`config.mk`:
```
export PLATFORM = sky130hd
export DESIGN_NAME = wheel30_to_odd_bitmap_expand_flat
export DESIGN_NICKNAME = d
export VERILOG_FILES = /design/src/sv/wh30_pkg.sv /design/src/sv/wh30_if.sv /design/src/sv/wh30_core.sv /design/src/sv/wh30_emit.sv /design/src/sv/wheel30_to_odd_bitmap_expand.sv /design/src/flat_wrapper.sv
export SDC_FILE = /design/constraint.sdc
export NUM_CORES = 1
export LEC_CHECK = 0
export BUFFER_PORTS_ARGS = -buffer_cell sky130_fd_sc_hd__buf_2
export CAP_MARGIN = 20
export CORE_MARGIN = 2
export CORE_UTILIZATION = 60
export CTS_CLUSTER_SIZE = 28
export DETAILED_ROUTE_END_ITERATION = 16
export PLACE_DENSITY = 0.76
export RECOVER_POWER = 100
export SYNTH_ARGS = -nofsm -noshare
export SYNTH_HDL_FRONTEND = slang
export SYNTH_HIERARCHICAL = 1
export SYNTH_SLANG_ARGS = --single-unit
export TNS_END_PERCENT = 50
```
`constraint.sdc`:
```
create_clock -name clk -period 6.75 [get_ports clk]
set_input_delay 0.675 -clock clk [delete_from_list [all_inputs] [get_ports clk]]
set_output_delay 0.675 -clock clk [all_outputs]
set_load 0.01 [all_outputs]
```
`src/sv/wh30_pkg.sv`:
```
// shared constants, tables and types for the wheel-30 to odd-only map expander
package wh30_pkg;

  localparam int BYTE_W = 8;
  // span register width
  localparam int SPAN_W = 32;
  // running value base 30*k stays below the span, plus one step of headroom
  localparam int BASE_W = SPAN_W + 1;
  // values per wheel byte
  localparam int WHEEL_STEP = 30;
  // result bytes one wheel byte can produce
  localparam int MAX_OUT = 3;
  localparam int CNT_W = 2;

  // residues coprime to 30, entry i belongs to wheel bit i
  localparam logic [7:0][4:0] RESIDUE = {
    5'd29, 5'd23, 5'd19, 5'd17, 5'd13, 5'd11, 5'd7, 5'd1
  };

  // odd-map bit masks for values 3 and 5 in byte 0
  localparam logic [BYTE_W-1:0] BIT_OF_3 = 8'h40;
  localparam logic [BYTE_W-1:0] BIT_OF_5 = 8'h20;

  // result bundle handed from the compute stage to the output stage
  typedef struct packed {
    logic [MAX_OUT-1:0][BYTE_W-1:0] bytes;
    logic [CNT_W-1:0]               count;
    logic                           last;
  } wh30_res_t;

endpackage

```
`src/sv/wh30_if.sv`:
```
// valid/ready channel interfaces for wheel bytes and odd-map bytes

interface wh30_in_if;
  logic                          valid;
  logic                          ready;
  logic [wh30_pkg::BYTE_W-1:0]   wheel_byte;

  modport source (output valid, output wheel_byte, input ready);
  modport sink   (input valid, input wheel_byte, output ready);
endinterface

interface wh30_out_if;
  logic                          valid;
  logic                          ready;
  logic [wh30_pkg::BYTE_W-1:0]   odd_map_byte;
  logic                          last_of_run;
  logic                          end_of_map;

  modport source (output valid, output odd_map_byte, output last_of_run,
                  output end_of_map, input ready);
  modport sink   (input valid, input odd_map_byte, input last_of_run,
                  input end_of_map, output ready);
endinterface

```
`src/sv/wh30_core.sv`:
```
// input register, span and stream state, and the per-byte bit scatter logic
module wh30_core (
  input  logic                          clk,
  input  logic                          rst_n,
  input  logic                          cfg_wr_en,
  input  logic [wh30_pkg::SPAN_W-1:0]   cfg_wr_data,
  input  logic                          in_valid,
  output logic                          in_ready,
  input  logic [wh30_pkg::BYTE_W-1:0]   in_byte,
  output logic                          res_valid,
  input  logic                          res_ready,
  output wh30_pkg::wh30_res_t           res
);
  import wh30_pkg::*;

  logic                   in_v_r;
  logic [BYTE_W-1:0]      in_byte_r;
  logic [SPAN_W-1:0]      span_r;
  logic [BASE_W-1:0]      base_r;
  logic [BYTE_W-1:0]      carry_r;

  logic [BASE_W-1:0]      diff;
  logic [5:0]             dsat;
  logic                   active;
  logic                   last;
  logic [3:0]             sub;
  logic [3:0][BYTE_W-1:0] acc;
  logic [5:0]             pos;
  logic [5:0]             cnt_sum;
  logic [CNT_W-1:0]       count;
  logic                   advance;
  logic                   commit;

  // distance from the current block base to the end of the span
  always_comb begin
    diff   = {1'b0, span_r} - base_r;
    active = (span_r != '0) && (base_r < {1'b0, span_r});
    dsat   = (diff > BASE_W'(31)) ? 6'd32 : diff[5:0];
    last   = (dsat <= 6'd30);
    sub    = base_r[3:0];
  end

  // scatter the wheel bits into up to three odd-map bytes
  always_comb begin
    acc    = '0;
    acc[0] = carry_r;
    pos    = '0;
    if (base_r == '0) begin
      if (dsat > 6'd3) acc[0] = acc[0] | BIT_OF_3;
      if (dsat > 6'd5) acc[0] = acc[0] | BIT_OF_5;
    end
    for (int i = 0; i < 8; i++) begin
      pos = {2'b00, sub} + {1'b0, RESIDUE[i]};
      if (in_byte_r[i] && ({1'b0, RESIDUE[i]} < dsat)) begin
        acc[pos[5:4]] = acc[pos[5:4]] | (8'h80 >> pos[3:1]);
      end
    end
  end

  // number of bytes completed by this block
  always_comb begin
    if (last) begin
      cnt_sum = {2'b00, sub} + {1'b0, dsat[4:0]} + 6'd15;
    end else begin
      cnt_sum = {2'b00, sub} + 6'(WHEEL_STEP);
    end
    count = cnt_sum[5:4];
  end

  assign res.bytes = acc[MAX_OUT-1:0];
  assign res.count = count;
  assign res.last  = last;

  assign res_valid = in_v_r && active;
  // items past the end or with no map are dropped without a result
  assign advance   = in_v_r && (!active || res_ready);
  assign commit    = in_v_r && active && res_ready;
  assign in_ready  = !in_v_r || advance;

  // input register
  always_ff @(posedge clk) begin
    if (!rst_n) begin
      in_v_r <= 1'b0;
    end else if (in_ready) begin
      in_v_r <= in_valid;
    end
  end

  always_ff @(posedge clk) begin
    if (in_ready && in_valid) begin
      in_byte_r <= in_byte;
    end
  end

  // span register
  always_ff @(posedge clk) begin
    if (!rst_n) begin
      span_r <= '0;
    end else if (cfg_wr_en) begin
      span_r <= cfg_wr_data;
    end
  end

  // stream position and partial byte
  always_ff @(posedge clk) begin
    if (!rst_n) begin
      base_r  <= '0;
      carry_r <= '0;
    end else if (commit) begin
      base_r  <= base_r + BASE_W'(WHEEL_STEP);
      carry_r <= last ? '0 : acc[count];
    end
  end

endmodule

```
`src/sv/wh30_emit.sv`:
```
// result register sending up to three odd-map bytes, one per ready cycle
module wh30_emit (
  input  logic                          clk,
  input  logic                          rst_n,
  input  logic                          res_valid,
  output logic                          res_ready,
  input  wh30_pkg::wh30_res_t           res,
  output logic                          out_valid,
  input  logic                          out_ready,
  output logic [wh30_pkg::BYTE_W-1:0]   out_byte,
  output logic                          out_last_run,
  output logic                          out_end_map
);
  import wh30_pkg::*;

  logic [MAX_OUT-1:0][BYTE_W-1:0] buf_r;
  logic [CNT_W-1:0]               rem_r;
  logic                           last_r;
  logic                           take;

  assign out_valid    = (rem_r != '0);
  assign out_byte     = buf_r[0];
  assign out_last_run = (rem_r == CNT_W'(1));
  assign out_end_map  = (rem_r == CNT_W'(1)) && last_r;
  assign take         = out_valid && out_ready;
  // reload while the final byte of the previous transaction goes out
  assign res_ready    = (rem_r == '0) || (out_last_run && out_ready);

  // remaining count and end flag
  always_ff @(posedge clk) begin
    if (!rst_n) begin
      rem_r  <= '0;
      last_r <= 1'b0;
    end else if (res_ready && res_valid) begin
      rem_r  <= res.count;
      last_r <= res.last;
    end else if (take) begin
      rem_r  <= rem_r - CNT_W'(1);
    end
  end

  // byte buffer, shifts down as bytes leave
  always_ff @(posedge clk) begin
    if (res_ready && res_valid) begin
      buf_r <= res.bytes;
    end else if (take) begin
      buf_r <= buf_r >> BYTE_W;
    end
  end

endmodule

```
`src/sv/wheel30_to_odd_bitmap_expand.sv`:
```
// top level: wheel-30 prime bitmap to odd-only bitmap expander
//
//  port           dir    kind              carries
//  in_ch          sink   valid/ready       wheel_byte, one wheel-30 block
//  out_ch         source valid/ready       odd_map_byte, last_of_run, end_of_map
//  cfg_wr_en/data input  write strobe      span_values, 32 bits
//
// a wheel byte is registered, scattered combinationally into one to three map
// bytes, and parked in a result buffer that sends one byte per cycle while the
// output is ready, so the output port sets the pace. an item yields one or two
// bytes, 15 per 8 items, up to three on the last; items past the end drop.
// synchronous active-low reset clears the span, position and partial byte.
// a stalled output holds its byte; the next item loads as the last byte leaves.
module wheel30_to_odd_bitmap_expand (
  input  logic                          clk,
  input  logic                          rst_n,
  input  logic                          cfg_wr_en,
  input  logic [wh30_pkg::SPAN_W-1:0]   cfg_wr_data,
  wh30_in_if.sink                       in_ch,
  wh30_out_if.source                    out_ch
);
  import wh30_pkg::*;

  logic      res_valid;
  logic      res_ready;
  wh30_res_t res;

  // scatter stage
  wh30_core u_core (
    .clk         (clk),
    .rst_n       (rst_n),
    .cfg_wr_en   (cfg_wr_en),
    .cfg_wr_data (cfg_wr_data),
    .in_valid    (in_ch.valid),
    .in_ready    (in_ch.ready),
    .in_byte     (in_ch.wheel_byte),
    .res_valid   (res_valid),
    .res_ready   (res_ready),
    .res         (res)
  );

  // output stage
  wh30_emit u_emit (
    .clk          (clk),
    .rst_n        (rst_n),
    .res_valid    (res_valid),
    .res_ready    (res_ready),
    .res          (res),
    .out_valid    (out_ch.valid),
    .out_ready    (out_ch.ready),
    .out_byte     (out_ch.odd_map_byte),
    .out_last_run (out_ch.last_of_run),
    .out_end_map  (out_ch.end_of_map)
  );

endmodule

```
`src/flat_wrapper.sv`:
```
// flat-port wrapper written by rule: the top's interface ports become plain ports
module wheel30_to_odd_bitmap_expand_flat import wh30_pkg::*;
  (clk, rst_n, cfg_wr_en, cfg_wr_data, in_ch_valid, in_ch_wheel_byte, in_ch_ready, out_ch_valid, out_ch_odd_map_byte, out_ch_last_of_run, out_ch_end_of_map, out_ch_ready);
  wh30_in_if in_ch_i ();
  wh30_out_if out_ch_i ();
  input  logic clk;
  input  logic rst_n;
  input  logic cfg_wr_en;
  input  logic [wh30_pkg::SPAN_W-1:0] cfg_wr_data;
  input wire logic [$bits(in_ch_i.valid)-1:0] in_ch_valid;
  input wire logic [$bits(in_ch_i.wheel_byte)-1:0] in_ch_wheel_byte;
  output wire logic [$bits(in_ch_i.ready)-1:0] in_ch_ready;
  output wire logic [$bits(out_ch_i.valid)-1:0] out_ch_valid;
  output wire logic [$bits(out_ch_i.odd_map_byte)-1:0] out_ch_odd_map_byte;
  output wire logic [$bits(out_ch_i.last_of_run)-1:0] out_ch_last_of_run;
  output wire logic [$bits(out_ch_i.end_of_map)-1:0] out_ch_end_of_map;
  input wire logic [$bits(out_ch_i.ready)-1:0] out_ch_ready;
  assign in_ch_i.valid = in_ch_valid;
  assign in_ch_i.wheel_byte = in_ch_wheel_byte;
  assign in_ch_ready = in_ch_i.ready;
  assign out_ch_valid = out_ch_i.valid;
  assign out_ch_odd_map_byte = out_ch_i.odd_map_byte;
  assign out_ch_last_of_run = out_ch_i.last_of_run;
  assign out_ch_end_of_map = out_ch_i.end_of_map;
  assign out_ch_i.ready = out_ch_ready;
  wheel30_to_odd_bitmap_expand u_core (.clk(clk), .rst_n(rst_n), .cfg_wr_en(cfg_wr_en), .cfg_wr_data(cfg_wr_data), .in_ch(in_ch_i), .out_ch(out_ch_i));
endmodule
```
# --- Word level (Yosys, flattened, before mapping) ---
# Index checks and enable logic that the tools add are counted.
op_classes:
  addsub: 14
  magnitude_cmp: 30
  n_eq_ne: 1
  shifts: 8
  mux: 60
  bitwise: 8
  n_reduce_logical: 34
op_table:
  columns: ["op", "count"]
  rows:
  - ["$bwmux 32", 8]
  - ["$mux 32", 8]
  - ["$bmux 8 s2", 9]
  - ["$mux 8", 18]
  - ["$demux 8 s2", 8]
  - ["$or 8x8->8", 8]
  - ["$shr 8x3->8 const A", 8]
  - ["$mux 24", 2]
  - ["$add 33x5->33 const B", 1]
  - ["$gt 33x5->1 const B", 1]
  - ["$logic_not 33->1", 1]
  - ["$lt 33x32->1", 1]
  - ["$sub 32x33->33", 1]
  - ["$reduce_bool 32->1", 1]
  - ["$add 4x5->6 const B", 5]
  - ["$logic_and 1x1->1", 24]
  - ["$lt 5x6->1 const A", 4]
  - ["$mux 6", 3]
  - ["$lt 2x3->1 const B", 5]
  - ["$mux 7", 2]
  - ["$lt 1x3->1 const B", 4]
  - ["$lt 4x6->1 const A", 2]
  - ["$add 4x4->5 const B", 2]
  - ["$ge 2x1->1 const B", 4]
  - ["17 further kinds", 25]
totals:
  reg_bits: 109
  inputBits: 45
  out_inout_bits: 12

# --- Logic depth before layout (Yosys ltp) ---
logic_depth:
  ltp_word: 50
  mapped_depth: 28
  ltp_nobuf: 25

# --- Modules after synthesis ---
# The synthesis kept the hierarchy.
by_module_without_submodules:
  columns: ["module", "instances", "cells_per_inst", "area_each_um2"]
  rows:
  - ["wh30_core", 1, 1071, 8008.9]
  - ["wh30_emit", 1, 84, 1283.7]

# --- Least setup slack after synthesis ---
# OpenSTA, ideal clock, no wires.
synth_timing:
  path_type: "reg2reg"
  from: "reg u_core.u_core.base_r[3]"
  to: "reg u_core.u_core.carry_r[2]"
  t_arrival_ps: 5965
  setup_slack_ps: 662
  stages_incl_launch_ff: 28
  n_path_buf: 4
  synth_period_minus_slack_ps: 6088
  path_cell_list: "dfxtp_1 > clkbuf_1 > inv_1 > ha_1 > a211oi_1 > o31ai_2 > a21oi_1 > or2_1 > a22oi_1 > nor4b_1 > nor4b_1 > nand3_1 > clkbuf_1 > buf_1 > inv_1 > nand2_1 > ha_1 > inv_1 > ha_1 > nand4_1 > o41ai_1 > mux2i_1 > and2_1 > buf_4 > inv_2 > or3_1 > a211oi_1 > nor4_1"
synth_rtl:
  columns: ["item", "line_no", "text"]
  rows:
  - ["start, declared", "wh30_core.sv:19", "logic [BASE_W-1:0] base_r;"]
  - ["start signal, assigned", "wh30_core.sv:110", "base_r <= base_r + BASE_W'(WHEEL_STEP);"]
  - ["end signal, assigned", "wh30_core.sv:111", "carry_r <= last ? '0 : acc[count];"]
  - ["end, declared", "wh30_core.sv:20", "logic [BYTE_W-1:0] carry_r;"]

==> run metrics <==
outcome=complete, but fails checks; failing checks=capacitance limit, slew limit; Synth area leader=dfxtp_1; Slew HR=-56.8%; Worst Setup End Kind=flip-flop; final weighted congestion in routability-driven placement=1.02; final core occ=64.8%; CP arrival=6.51 ns; vias in the first global route=8031; dpl cell area=9550 µm²; #FFs+latches synth=108; RSZ-0062 raised after global routing=false; Critical Path RT=6.87 ns; htree depth=3; Most Used Layer, Global Route=met1; Syn Nets=1255; initial core utilization=61.4%; fin cells=1363; Max Cap Viol=1; Post-DRT Antenna Nets=0; Hold-fix buffers, CTS=0; 1st-iter DRT viols=1113; Inserted Clock Buffers=9; clk_lat worst skew=0.36 ns; largest family of logic cells by synthesized area=simple AND/OR/NAND/NOR gates; Post-synth EDFFs=32; Hold Vio Cnt, Final=0; CTS tree=built; CP max FO=11; initial antenna violation count=0; Core Area=15100 µm²; Remaining DRCs=0; Synth Area in Simple Gates=27.2%; Worst Max-Slew Pin Slew=2.35 ns; post-synthesis mux area share=6.52%; Async S/R FF share, synth=0%; height of the die=128 µm; die area=16500 µm²; share of post-route cells with drive strength above 1=8.43%; Cells after Synth=1155; hpwl dp=22400 µm; Inst Count DP=1347; Synth area leaders=dfxtp_1 (16%), edfxtp_1 (10%), ha_1 (7.3%); adder-cell share of the synthesized area=7.49%; crit-path max cell delay=0.79 ns; sequential element share of the synthesized area=26.7%; First-pass DRT Iterations=6; GR Util met1=53.6%; Bufs on Longest Clock Path=2; Worst VDD drop=178 µV; total gr overflow=0; via/cell ratio=6.81; Tmin final=6.39 ns; Yosys cell types=91; Synth Flop Type=dfxtp_1; Mapped Area=9290 µm²; largest net degree at the start of global routing=72; final slew viol count=33; first-pass GRT wire length=44700 µm; Sink Count=108; hold_ws=0.489 ns; Worst Hold Class=input port to flip-flop; drt wl/cell=21.3 µm; yosys warns=6; post-synthesis compound-gate area fraction=22.3%; Crit-path slowest cell=o22ai_1; drt total wl=29100 µm; skew final=0.00752 ns; FP Rows=45; Antenna diodes=0; CTS root buf=clkbuf_16; Area Overhead vs Synth=5.67%; clk slew on worst S/H paths=0.08 ns; setup TNS=0 ns; CP cell instances=inv_1 > ha_1 > a21oi_1 > o21ai_0 > o32ai_1 > or4b_1 > nor4_1 > o2111ai_1 > or4_1 > o41a_1 > o22ai_1 > nor2_1 > or4_1 > mux2_2; nets=1270; Cell Pwr Density=247 nW/µm²; via count=9281; Synth top area share=16.4%; fmax=0.156 GHz; final instance area=9820 µm²; GR Util met3=7.90%; Leakage=3.95 nW; gr usage total=35.1%; Final period util=94.7%; Setup-failing EPs final=0; I/O pin count=57; Crit path top cell by count=or4_1; Synth Area in XOR/XNOR=3.39%; IO buf count=56; Critical Path Source Type=flip-flop; width of the die=128 µm; met2 Use GR=49.3%; Crit Path Class=flip-flop to flip-flop; syn avg cell area=8.05 µm²
-- critical path: cells and delay by family, from the launching register on --
kind / cells / cell delay (ns)
mux: 1 / 0.31
flops: 1 / 0.37
fa+ha+maj: 1 / 0.49
simple gates: 5 / 2.44
compound gates: 6 / 2.44
buf+inv: 1 / 0.09
-- flip-flops by register name, summed over array words and instances (netlist names) --
signal	flops
u_core/u_core/in_v_r	1
u_core/u_core/carry_r	8
u_core/u_emit/buf_r	16
u_core/u_emit/last_r	1
u_core/u_core/span_r	32
u_core/u_emit/out_byte	8
u_core/u_emit/rem_r	2
u_core/u_core/base_r	32
u_core/u_core/in_byte_r	8
-- stage by stage --
stage / setup WS, ns / total power [mW]
after floorplan: 0.662 / 1.59
after global placement: 0.646 / 1.86
after detailed placement: 0.471 / 1.86
after CTS: 0.459 / 2.41
after global routing: 0.0424 / 2.55
final: 0.355 / 2.43
-- area by class of cell --
cell class	count	area, µm²
Fill cell	1352	5330
Clock inverter	7	86.3
Clock buffer	9	225
Tap cell	188	235
Inverter	72	270
Sequential cell	108	2480
Timing Repair Buffer	65	322
Multi-Input combinational cell	914	6200
-- cells in the final DEF (no fill, tap or decap), types with 12 or more instances in the layout --
| cell type | synthesis | routed |
|---|---|---|
| nand2_1 | 103 | 104 |
| dfxtp_1 | 76 | 76 |
| nor2_1 | 74 | 74 |
| inv_1 | 69 | 70 |
| a21oi_1 | 55 | 54 |
| ha_1 | 54 | 54 |
| nor2b_1 | 49 | 49 |
| buf_2 | 12 | 44 |
| o21ai_0 | 42 | 43 |
| nand3_1 | 40 | 40 |
| mux2i_1 | 38 | 38 |
| nor4_1 | 34 | 34 |
| edfxtp_1 | 32 | 32 |
| o211ai_1 | 31 | 31 |
| xnor2_1 | 31 | 31 |
| nand4_1 | 26 | 26 |
| and2_1 | 45 | 24 |
| nor3_1 | 23 | 23 |
| and3_1 | 23 | 23 |
| and2_0 | 1 | 22 |
| clkbuf_1 | 28 | 15 |
| nand2b_1 | 15 | 15 |
| a211oi_1 | 13 | 13 |
| or3_1 | 13 | 13 |
| o2111ai_1 | 12 | 12 |
| o221ai_1 | 12 | 12 |
-- cell families (layout without fill, tap and decap cells) --
family,count (synthesis),in the layout
flops,108,108
mux,55,55
compound gates,290,290
simple gates,478,478
xor+xnor,36,36
buf+inv,133,153
fa+ha+maj,55,55
-- cell usage after synthesis, types with 5 or more instances --
cell type,n
a32o_1,5
inv_1,69
o211a_1,8
a21o_1,10
or4_1,7
mux2_2,8
nand2b_1,15
nand4_1,26
nand2_1,103
buf_2,12
nor4_1,34
mux2_4,9
ha_1,54
edfxtp_1,32
o211ai_1,31
and3_1,23
buf_4,11
o31ai_1,5
a21oi_1,55
buf_1,6
nor3_1,23
dfxtp_1,76
nor2_1,74
mux2i_1,38
o221ai_1,12
nand3_1,40
or3_1,13
o22ai_1,9
xnor2_1,31
and2_1,45
a21boi_0,8
o21a_1,9
o2111ai_1,12
o21bai_1,5
a31oi_1,9
nor3b_1,5
o21ai_0,42
a211oi_1,13
nor2b_1,49
clkbuf_1,28
xor2_1,5
a211o_1,5
-- metal layers --
layer	vias to the layer above	wire, µm	share of wire, %
met5	-	0	0
met4	0	607	2.1
met3	58	3540	12
met2	577	11600	40
met1	4330	13400	46
li1	4316	-	-
-- where the power goes --
group	switching, mW	internal [mW]
Combinational	0.717	0.371
Clock	0.278	0.267
Sequential	0.0394	0.756
Total	1.03	1.39
-- repair_timing --
action,in CTS,in global routing
endpoints found under the setup margin,0,3
gates resized for setup,0,3
setup buffers,0,0
-- worst paths after layout --
check                                         from                                    to  slack, ns  depth (start not counted)
max          u_core/u_core/base_r[14]$_SDFFE_PN0P_     u_core/u_emit/buf_r[12]$_DFFE_PP_       0.36                         14
min                            in_ch_wheel_byte[6]  u_core/u_core/in_byte_r[6]$_DFFE_PP_       0.49                          1
max reg2reg  u_core/u_core/base_r[14]$_SDFFE_PN0P_     u_core/u_emit/buf_r[12]$_DFFE_PP_       0.36                         14
min reg2reg      u_core/u_emit/last_r$_SDFFE_PN0P_     u_core/u_emit/last_r$_SDFFE_PN0P_       0.50                          2
Power figures use the tool's default switching activity.
